## config.mk

```make
export PLATFORM = sky130hd
export DESIGN_NAME = isst_gap
export DESIGN_NICKNAME = d
export VERILOG_FILES = /design/src/hw/rtl/integer_set_span_tracker_top_assert.svh /design/src/hw/rtl/isst_pkg.sv /design/src/hw/rtl/isst_gap.sv
export SDC_FILE = /design/constraint.sdc
export NUM_CORES = 1
export LEC_CHECK = 0
export BUFFER_PORTS_ARGS = -buffer_cell sky130_fd_sc_hd__buf_2
export CAP_MARGIN = 20
export CORE_MARGIN = 4
export CORE_UTILIZATION = 40
export DETAILED_ROUTE_END_ITERATION = 16
export GPL_TIMING_DRIVEN = 0
export HOLD_SLACK_MARGIN = 0.08
export PLACE_DENSITY = 0.61
export SYNTH_ARGS = -nofsm -noshare
export SYNTH_HDL_FRONTEND = slang
export SYNTH_SLANG_ARGS = --single-unit
```

## constraint.sdc

```tcl
create_clock -name i_clk -period 4.7 [get_ports i_clk]
set_input_delay 0.94 -clock i_clk [delete_from_list [all_inputs] [get_ports i_clk]]
set_output_delay 0.94 -clock i_clk [all_outputs]
set_load 0.03 [all_outputs]
```

## src/hw/rtl/integer_set_span_tracker_top_assert.svh

```systemverilog
// Assertion macros for the integer set span tracker.
`ifndef INTEGER_SET_SPAN_TRACKER_TOP_ASSERT_SVH
`define INTEGER_SET_SPAN_TRACKER_TOP_ASSERT_SVH
`ifndef ASSERT_OFF
// Property checked on every rising clock edge outside reset.
`define ISST_ASSERT(lbl, prop) \
    lbl: assert property (@(posedge i_clk) disable iff (!i_rst_n) prop) \
        else $error("isst: assertion failed");
// Implication with the consequent in the next cycle.
`define ISST_ASSERT_NEXT(lbl, pre, post) \
    lbl: assert property (@(posedge i_clk) disable iff (!i_rst_n) (pre) |=> (post)) \
        else $error("isst: next-cycle assertion failed");
`else
`define ISST_ASSERT(lbl, prop)
`define ISST_ASSERT_NEXT(lbl, pre, post)
`endif
`endif

```

## src/hw/rtl/isst_pkg.sv

```systemverilog
// Shared widths, constants and types of the integer set span tracker.
`default_nettype none
package isst_pkg;
    localparam int DATA_W          = 32;
    localparam int CAP_W           = 11;
    localparam int COUNT_OUT_W     = 11;
    localparam int MAX_ENTRIES_DEF = 1024;
    localparam logic [CAP_W-1:0] CAP_RESET = 11'd1024;

    // Control sequencer states, one-hot.
    typedef enum logic [3:0] {
        S_IDLE  = 4'b0001,
        S_SCAN  = 4'b0010,
        S_DRAIN = 4'b0100,
        S_DONE  = 4'b1000
    } t_state;

    // Status of the gap unit as seen by the sequencer.
    typedef struct packed {
        logic              busy;
        logic [DATA_W-1:0] min_gap;
    } t_gap_stat;
endpackage
`default_nettype wire

```

## src/hw/rtl/isst_gap.sv

```systemverilog
// Gap unit: compares the new value with each stored value and keeps the minimum gap.
`default_nettype none
module isst_gap (
    input  wire logic                               i_clk,
    input  wire logic                               i_rst_n,
    input  wire logic                               i_issue,
    input  wire logic signed [isst_pkg::DATA_W-1:0] i_rdata,
    input  wire logic signed [isst_pkg::DATA_W-1:0] i_value,
    output isst_pkg::t_gap_stat                     o_stat
);
    import isst_pkg::*;

    logic                     r_s1v;
    logic                     r_dv;
    logic                     r_gv;
    logic signed [DATA_W:0]   r_d;
    logic        [DATA_W-1:0] r_g;
    logic        [DATA_W-1:0] r_min_gap;
    logic        [DATA_W:0]   n_abs;

    // Stage valid flags; read data lines up with r_s1v.
    always_ff @(posedge i_clk) begin
        if (!i_rst_n) begin
            r_s1v <= 1'b0;
            r_dv  <= 1'b0;
            r_gv  <= 1'b0;
        end else begin
            r_s1v <= i_issue;
            r_dv  <= r_s1v;
            r_gv  <= r_dv;
        end
    end

    // Signed difference at full width.
    always_ff @(posedge i_clk) begin
        if (r_s1v) begin
            r_d <= {i_value[DATA_W-1], i_value} - {i_rdata[DATA_W-1], i_rdata};
        end
    end

    // Magnitude of the difference always fits in the data width.
    always_comb begin
        n_abs = r_d[DATA_W] ? (~r_d + 1'b1) : r_d;
    end

    always_ff @(posedge i_clk) begin
        if (r_dv) begin
            r_g <= n_abs[DATA_W-1:0];
        end
    end

    // Running minimum gap.
    always_ff @(posedge i_clk) begin
        if (!i_rst_n) begin
            r_min_gap <= '1;
        end else if (r_gv && (r_g < r_min_gap)) begin
            r_min_gap <= r_g;
        end
    end

    assign o_stat.busy    = r_s1v | r_dv | r_gv;
    assign o_stat.min_gap = r_min_gap;
endmodule
`default_nettype wire

```

==> results.cfg, run 1 <==
[run_status]
run_status = complete, no violations

[routing]
ant_nets = 0
routedWlPerCell_microns = 13.4
viasPerCell = 5.06
firstDrtPassIters = 4
wl_microns = 13800
drt_iter0_drc = 278
vias = 5233
drc_errors = 0

[logic_synthesis]
synth.top_cell.area_share_pct = 29.4
avgSynthCellArea_sq_um = 9.44
synth_warnings = 0
synth_area_sq_um = 6640
ys_types = 63
synth_cells = 704
synth.area.top_cells = edfxtp_1 29%, ha_1 12%, dfxtp_1 11%
synth_fp_nets = 836
synth_most_common_cell = nand2_1
synthFlopType = edfxtp_1
yosys.area.top_type = edfxtp_1
synth_edf_count = 65
synthArstFlopShare_pct = 0
synth_seq_area_share_pct = 39.9
synth-seq-cells = 100
synth_common_cells = 82 x nand2_1, 75 x inv_1, 65 x edfxtp_1

[finish]
multi_input_area_sq_um = 3570
n_antenna_cell = 0
final_util_pct = 48.2
layout.nets = 946
seqCellArea_sq_um = 2650
area_delta_synth_final_pct = 16.5
finalInstanceArea_sq_um = 7740
drive_gt1_share_pct = 17.1
fill_cells = 1572

[sta]
fmax_ghz = 0.327
setup_violations = 0
tightest_slew_ns = 0.768
fin_crit_sh_pct = 65.0
min_period_ns = 3.06
slew_headroom_pct = 48.8
setup_tns_ns = 0
holdWs_ns = 0.516
hold_viol = 0
final_max_slew_viol_count = 0
rsz0062_at_grt = false
skew_ns = 0.00562

[setup_path]
arrival_ns = 3.14
critPathLaunchType = primary input
cp-end-kind = flop
cp_max_fo = 5
path_class = in -> reg
required_ns = 4.79

[grt]
grt_first_pass_wirelength_microns = 23200
antenna_found_initial = 0
overflow = 0
grt_pass1_vias = 5000
grtUsageTotal_pct = 15.2
grt_max_degree = 36

[die]
coreArea_sq_um = 16100
die_y_microns = 137
die_width_microns = 137
fp-row-count = 46
ios = 100
floorplan.initialDensity_pct = 41.4
die_area_sq_um = 18700

[min_path]
worst_hold_path_type = reg -> reg

[cts]
hold_buffers = 0
cts_buffers = 9
path_clk_slew_ns = 0.07
cts_setup_buffers = 0
clk_path_buf_depth = 2
htreeDepth = 3
cts_tree = done
clockRootBuffer = clkbuf_16
clock_sink_count = 100
insertion_delay_ns = 0.33
post_cts_resize_count = 0

[run]
maxCapViolations = 0

[placement]
routabilityCongestion = 0.855
port_buffers = 98
place_area_sq_um = 7430
place_hpwl_microns = 11100

[power]
power_density_nw_per_um2 = 290
power.leakage_nw = 3.46
peakVddDrop_mv = 0.147
worst max-delay path, cell delays in order:
cell       delay [ns]
buf_2            0.10
ha_1             0.22
fa_1             0.40
nand2b_1         0.18
a21oi_1          0.20
o21ai_0          0.28
o211ai_1         0.35
a2111oi_0        0.17
a211o_1          0.29
final timing paths:
check | start | endpoint | slack [ns] | cells after the start
worst min register to register | r_d[0] | r_g[0] | 0.52 | 0
worst max register to register | r_g[2] | r_min_gap[22] | 2.05 | 8
worst max-delay path | i_rdata[0] | r_d[28] | 1.64 | 9
worst min-delay path | r_d[0] | r_g[0] | 0.52 | 0
placed cells by master, fill, tap and decap left out, drive strengths merged, types with 3 or more instances in the layout:
cell type / n
o221ai: 32
o31ai: 8
and4: 3
or4: 4
o211ai: 9
edfxtp: 65
clkbuf: 32
a211oi: 3
o21bai: 3
or2: 4
nand2b: 11
dfxtp: 35
o41ai: 6
ha: 64
nor3: 12
nand4: 14
inv: 75
nand2: 83
and3: 5
buf: 110
and2: 5
o21a: 7
o21ai: 34
xor2: 15
a21boi: 5
a21o: 9
a21oi: 50
nor2b: 4
nand3: 6
xnor2: 41
nor2: 24
a31oi: 6
or3: 7
power by group:
| group | total (W) | switching (W) | internal (W) | leakage, nW |
|---|---|---|---|---|
| sequential | 0.00105 | 0.0000449 | 0.00101 | 0.891 |
| clock | 0.000736 | 0.000299 | 0.000437 | 0.149 |
| combinational | 0.000453 | 0.000260 | 0.000193 | 2.42 |
| total | 0.00224 | 0.000604 | 0.00164 | 3.46 |
per-stage QoR:
stage	setup slack [ns]	cells	power (W)
after floorplan	1.76	704	0.00140
after global placement	1.30	1018	0.00152
after detailed placement	1.30	1019	0.00153
after CTS	1.63	1035	0.00227
after global routing	1.53	1035	0.00238
final	1.64	1035	0.00224
sequential cells by signal (all words and copies together), names as in the netlist:
name and count:
r_d 33, r_g 32, r_min_gap 32, r_dv 1, r_gv 1, r_s1v 1
cells by family (layout without fill, tap and decap cells):
group	after synthesis	in the layout	share of synthesized area (%)
xor gates and xnor gates	56	56	7.38
adders and majority gates	65	65	12.4
AOI/OAI and AO/OA	189	189	19.8
and+or+nand+nor	189	189	14.0
muxes	1	1	0.151
DFF	100	100	39.9
buffers and inverters	104	219	6.40
routing by layer:
metal	vias up	wire length (microns)	global-route usage [%]
met5	-	0	0
met4	0	183	4.55
met3	11	562	2.10
met2	108	6120	24.8
met1	2332	6980	21.0
li1	2782	-	-
area by class of cell:
class | instances | area share (%)
repair buffers | 99 | 6.69
inverters | 75 | 3.64
flip-flops and latches | 100 | 34.3
clock buffers | 14 | 3.83
clock inverters | 2 | 0.162
multi-input cells | 500 | 46.1
well taps | 216 | 3.49
plain buffers | 29 | 1.86
Power figures use the tool's default switching activity.
==> run 2, diff against run 1 <==
- ABC_AREA: not set -> 1
- clock period: 4.7 -> 3 ns (I/O delays scaled with it)
==> run 2 against run 1 <==
Effect of this change:
- count of clock-buffer cells in the layout shrank 1
- clock skew rose by 0.0027 ns
- flip-flop and latch count did not move
- critical path type is now reg -> out
==> results.cfg, run 2 <==
[power]
power.leakage_nw = 4.08
power_density_nw_per_um2 = 441
peakVddDrop_mv = 0.268

[setup_path]
path_class = reg -> out
cp-end-kind = output port
reg2reg_slack_ns = 1.01
critPathLaunchType = flop
required_ns = 2.40
cp_max_fo = 21
arrival_ns = 1.69

[logic_synthesis]
synth_edf_count = 65
avgSynthCellArea_sq_um = 7.88
yosys.area.top_type = edfxtp_1
ys_types = 40
synth.top_cell.area_share_pct = 28.5
synth_fp_nets = 1000
synthFlopType = edfxtp_1
synth_cells = 868
synth_warnings = 0
synth.area.top_cells = edfxtp_1 29%, ha_1 12%, dfxtp_1 10%
synth_seq_area_share_pct = 38.8
synth_most_common_cell = nand2_1
synth_common_cells = 186 x nand2_1, 135 x inv_1, 96 x nand3_1
synth_area_sq_um = 6840
synthArstFlopShare_pct = 0
synth-seq-cells = 100

[sta]
fin_crit_sh_pct = 76.4
skew_ns = 0.00828
setup_violations = 0
final_max_slew_viol_count = 0
min_period_ns = 2.29
slew_headroom_pct = 46.4
holdWs_ns = 0.433
fmax_ghz = 0.436
setup_tns_ns = 0
rsz0062_at_grt = false
hold_viol = 0
tightest_slew_ns = 0.804

[finish]
multi_input_area_sq_um = 3600
drive_gt1_share_pct = 15.1
n_antenna_cell = 0
fill_cells = 1664
top_register = r_d
finalInstanceArea_sq_um = 7920
layout_commonest_cell = nand2_1
reg_top3 = r_d (33), r_g (32), r_min_gap (32)
layout.nets = 1110
area_delta_synth_final_pct = 15.9
final_cell_mix = 186 x nand2_1, 135 x inv_1, 104 x buf_2, 96 x nand3_1, 65 x edfxtp_1
seqCellArea_sq_um = 2650
largest_register_ffs = 33
final_util_pct = 47.6

[run_status]
run_status = complete, no violations

[routing]
routedWlPerCell_microns = 12.2
drc_errors = 0
drt_iter0_drc = 250
ant_nets = 0
vias = 5693
viasPerCell = 4.73
firstDrtPassIters = 5
wl_microns = 14600

[cts]
cts_tree = done
insertion_delay_ns = 0.35
clock_sink_count = 100
clockRootBuffer = clkbuf_16
clk_path_buf_depth = 2
post_cts_resize_count = 0
hold_buffers = 0
htreeDepth = 3
path_clk_slew_ns = 0.07
cts_buffers = 9
cts_setup_buffers = 0

[grt]
overflow = 0
antenna_found_initial = 0
grt_pass1_vias = 5479
grt_first_pass_wirelength_microns = 25200
grt_max_degree = 36
grtUsageTotal_pct = 15.6

[die]
die_y_microns = 139
fp-row-count = 47
floorplan.initialDensity_pct = 41.1
coreArea_sq_um = 16600
ios = 100
die_width_microns = 139
die_area_sq_um = 19300

[min_path]
worst_hold_path_type = in -> reg

[placement]
port_buffers = 98
place_area_sq_um = 7630
place_hpwl_microns = 12100
routabilityCongestion = 0.856

[run]
maxCapViolations = 0
==> run 2: worst max-delay path: stages, from the launching register on <==
cell and delay, ns:
dfxtp_1 0.76, buf_16 0.23, nor2_1 0.06, nand2_1 0.09, buf_2 0.19
==> run 2: final timing paths <==
| path | from | end | cells past startpoint |
|---|---|---|---|
| setup / recovery | r_dv | o_stat[32] | 4 |
| hold / removal | i_issue | r_s1v | 3 |
| setup reg to reg | r_g[5] | r_min_gap[23] | 12 |
| hold reg to reg | r_min_gap[26] | r_min_gap[26] | 2 |
==> run 2: layout make-up <==
type,count,share of cell area [%]
buffer,16,0.995
clock buffer,13,3.41
clock inverter,3,0.253
inverter,136,6.44
multi-input combinational,616,45.4
sequential,100,33.5
tap,220,3.47
timing repair buffer,99,6.54
==> run 2: cell families (layout without fill, tap and decap cells) <==
kind of cell / after synthesis / in the layout / share of synthesized area [%]
compound gates: 115 / 115 / 9.68
xor+xnor: 49 / 49 / 6.28
fa+ha+maj: 65 / 65 / 12.0
buf+inv: 152 / 267 / 8.62
flops: 100 / 100 / 38.8
simple gates: 387 / 387 / 24.6
==> run 2: stage by stage <==
stage / worst slack [ns] / total power (W) / instances
floorplan: 0.790 / 0.00219 / 868
global placement: 0.445 / 0.00240 / 1186
detailed placement: 0.443 / 0.00241 / 1187
CTS: 0.669 / 0.00353 / 1203
global route: 0.580 / 0.00370 / 1203
finish: 0.708 / 0.00349 / 1203
==> run 2: power breakdown <==
part | leakage (nW) | switching [W] | internal (W)
registers | 0.891 | 0.0000633 | 0.00158
clock network | 0.146 | 0.000486 | 0.000631
logic | 3.04 | 0.000453 | 0.000279
total | 4.08 | 0.00100 | 0.00249
==> run 2: layer usage <==
metal | vias up | GRT usage [%] | wire, microns
met2 | 129 | 25.8 | 6560
met4 | 0 | 5.77 | 310
met5 | - | 0 | 0
met3 | 21 | 2.48 | 612
met1 | 2443 | 20.6 | 7150
li1 | 3100 | - | -
==> run 3, diff against run 2 <==
- PLACE_DENSITY: 0.61 -> 0.64
- clock period: 3 -> 2.1 ns (I/O delays scaled with it)
==> run 3 against run 2 <==
Effect of this change:
- final area rose by 1.4%
- count of clock-buffer cells in the layout fell by 1
- first-iteration DRC count fell by 15%
- die area did not move
- sequential share of layout area fell by 0.39 points
- wire length rose by 1.9%
- utilization rose by 0.65 points
- flip-flop and latch count did not move
- largest power group unchanged
==> results.cfg, run 3 (synthesis results as in run 2) <==
[run_status]
run_status = complete, no violations

[power]
power.leakage_nw = 4.10
p_clk_share_pct = 29.8
switching_share_pct = 28.9
p_switching_w = 0.00141
power.internal_w = 0.00346
power_density_nw_per_um2 = 606
pwr-share-seq_pct = 48.3
peakVddDrop_mv = 0.459
comb_power_share_pct = 22.0

[finish]
reg_top3 = r_d (33), r_g (32), r_min_gap (32)
largest_register_ffs = 33
drive_gt1_share_pct = 16.6
layout_commonest_cell = nand2_1
top_register = r_d
fin_cells = 1207
n_antenna_cell = 0
finalInstanceArea_sq_um = 8030
final_cell_mix = 185 x nand2_1, 135 x inv_1, 99 x buf_2, 96 x nand3_1, 65 x edfxtp_1
area_delta_synth_final_pct = 17.5
layout.nets = 1115

[grt]
grt.met1_usage_pct = 21.6
grt-busiest-layer = met2
grtUsageTotal_pct = 15.6
grt_first_pass_wirelength_microns = 25400
grt_max_degree = 36
grtUsageMet3_pct = 2.10
antenna_found_initial = 0
overflow = 0
grt_pass1_vias = 5521
grt_use_met2_pct = 25.6

[placement]
dp.cells = 1187
place_area_sq_um = 7630
routabilityCongestion = 0.874
dp_worst_setup_slack_ns = -0.279
place_hpwl_microns = 12100
port_buffers = 98

[min_path]
holdCritStartpoint = i_issue
worst_hold_path_type = in -> reg

[cts]
clk_path_buf_depth = 2
cts_buffers = 9
hold_buffers = 0
htreeDepth = 3
clockRootBuffer = clkbuf_16
insertion_delay_ns = 0.34
clock_sink_count = 100
path_clk_slew_ns = 0.07
cts_tree = done

[setup_path]
arrival_ns = 2.16
cp_max_fo = 10
r2r_start = r_g[31]
crit_start = r_g[31]
cp-end-kind = flop
path_class = reg -> reg
critPathLaunchType = flop
required_ns = 2.30

[sta]
fmax_ghz = 0.510
hold_viol = 0
setup_violations = 0
skew_ns = 0.00728
final_max_slew_viol_count = 0
tightest_slew_ns = 0.530
fin_crit_sh_pct = 93.4
slew_headroom_pct = 64.6
setup_slack_ns = 0.139
min_period_ns = 1.96

[run]
maxCapViolations = 0

[routing]
ant_nets = 0
drc_errors = 0
viasPerCell = 4.81
wl_microns = 14900
drt_iter0_drc = 212
routedWlPerCell_microns = 12.4
vias = 5800
firstDrtPassIters = 5

[die]
fp-row-count = 47
die_y_microns = 139
die_width_microns = 139
floorplan.initialDensity_pct = 41.1
coreArea_sq_um = 16600
ios = 100
die_area_sq_um = 19300
==> run 3: changes by cell type in the layout (fill, tap and decap cells not counted), sizes merged <==
cell	previous run	this run
clkbuf	19	21
clkinvlp	0	1
buf	109	111
inv	137	136
==> run 3: worst max-delay path, stage by stage (launching register included) <==
cell,delay [ns]
edfxtp_1,0.43
ha_4,0.30
nand2_1,0.07
nor2_2,0.14
nand4_1,0.20
a21oi_2,0.21
nor2_4,0.08
clkbuf_4,0.21
nand3_1,0.11
nand3_1,0.08
==> run 3: cell type report <==
type,count,area [sq um]
fillers,1634,8610
plain buffers,16,98.8
clock inverters,3,17.5
clock buffers,12,236
multi-input cells,616,3680
repair buffers,104,556
well taps,220,275
inverters,136,510
flip-flops and latches,100,2660
==> run 3: through the flow <==
step / hold slack, ns / total power [W] / utilization [%] / setup TNS [ns]
final: 0.263 / 0.00487 / 48.3 / 0
after global routing: 0.261 / 0.00517 / 48.3 / -0.0323
after CTS: 0.249 / 0.00491 / 47.4 / 0
after detailed placement: 0.465 / 0.00344 / 45.9 / -2.35
after global placement: 0.464 / 0.00342 / 45.7 / -2.24
after floorplan: 0.426 / 0.00313 / - / 0
==> run 3: what timing repair did <==
| action | CTS | global route |
|---|---|---|
| pin swaps | 0 | 6 |
| buffers inserted | 0 | 5 |
| gates resized for setup | 1 | 27 |
| endpoints found under the setup margin | 1 | 40 |
==> run 3: power by group through the flow <==
stage,Clock [W],Sequential [W],Combinational [W]
finish,0.00145,0.00235,0.00107
CTS,0.00150,0.00235,0.00105
detailed placement,0,0.00239,0.00105
floorplan,0,0.00241,0.000721
global placement,0,0.00239,0.00103
global route,0.00157,0.00236,0.00123
==> run 3: worst paths after layout <==
kind / end / slack (ns) / depth (start not counted)
max: r_min_gap[21] / 0.14 / 9
min: r_s1v / 0.26 / 3
max reg2reg: r_min_gap[21] / 0.14 / 9
min reg2reg: r_min_gap[5] / 0.47 / 2
==> run 3: metal layers <==
| layer | share of wire [%] | routed length (microns) | vias to the layer above |
|---|---|---|---|
| met4 | 1.6 | 243 | 0 |
| met3 | 4.1 | 609 | 20 |
| li1 | - | - | 3112 |
| met2 | 45 | 6710 | 125 |
| met5 | 0 | 0 | - |
| met1 | 49 | 7350 | 2543 |
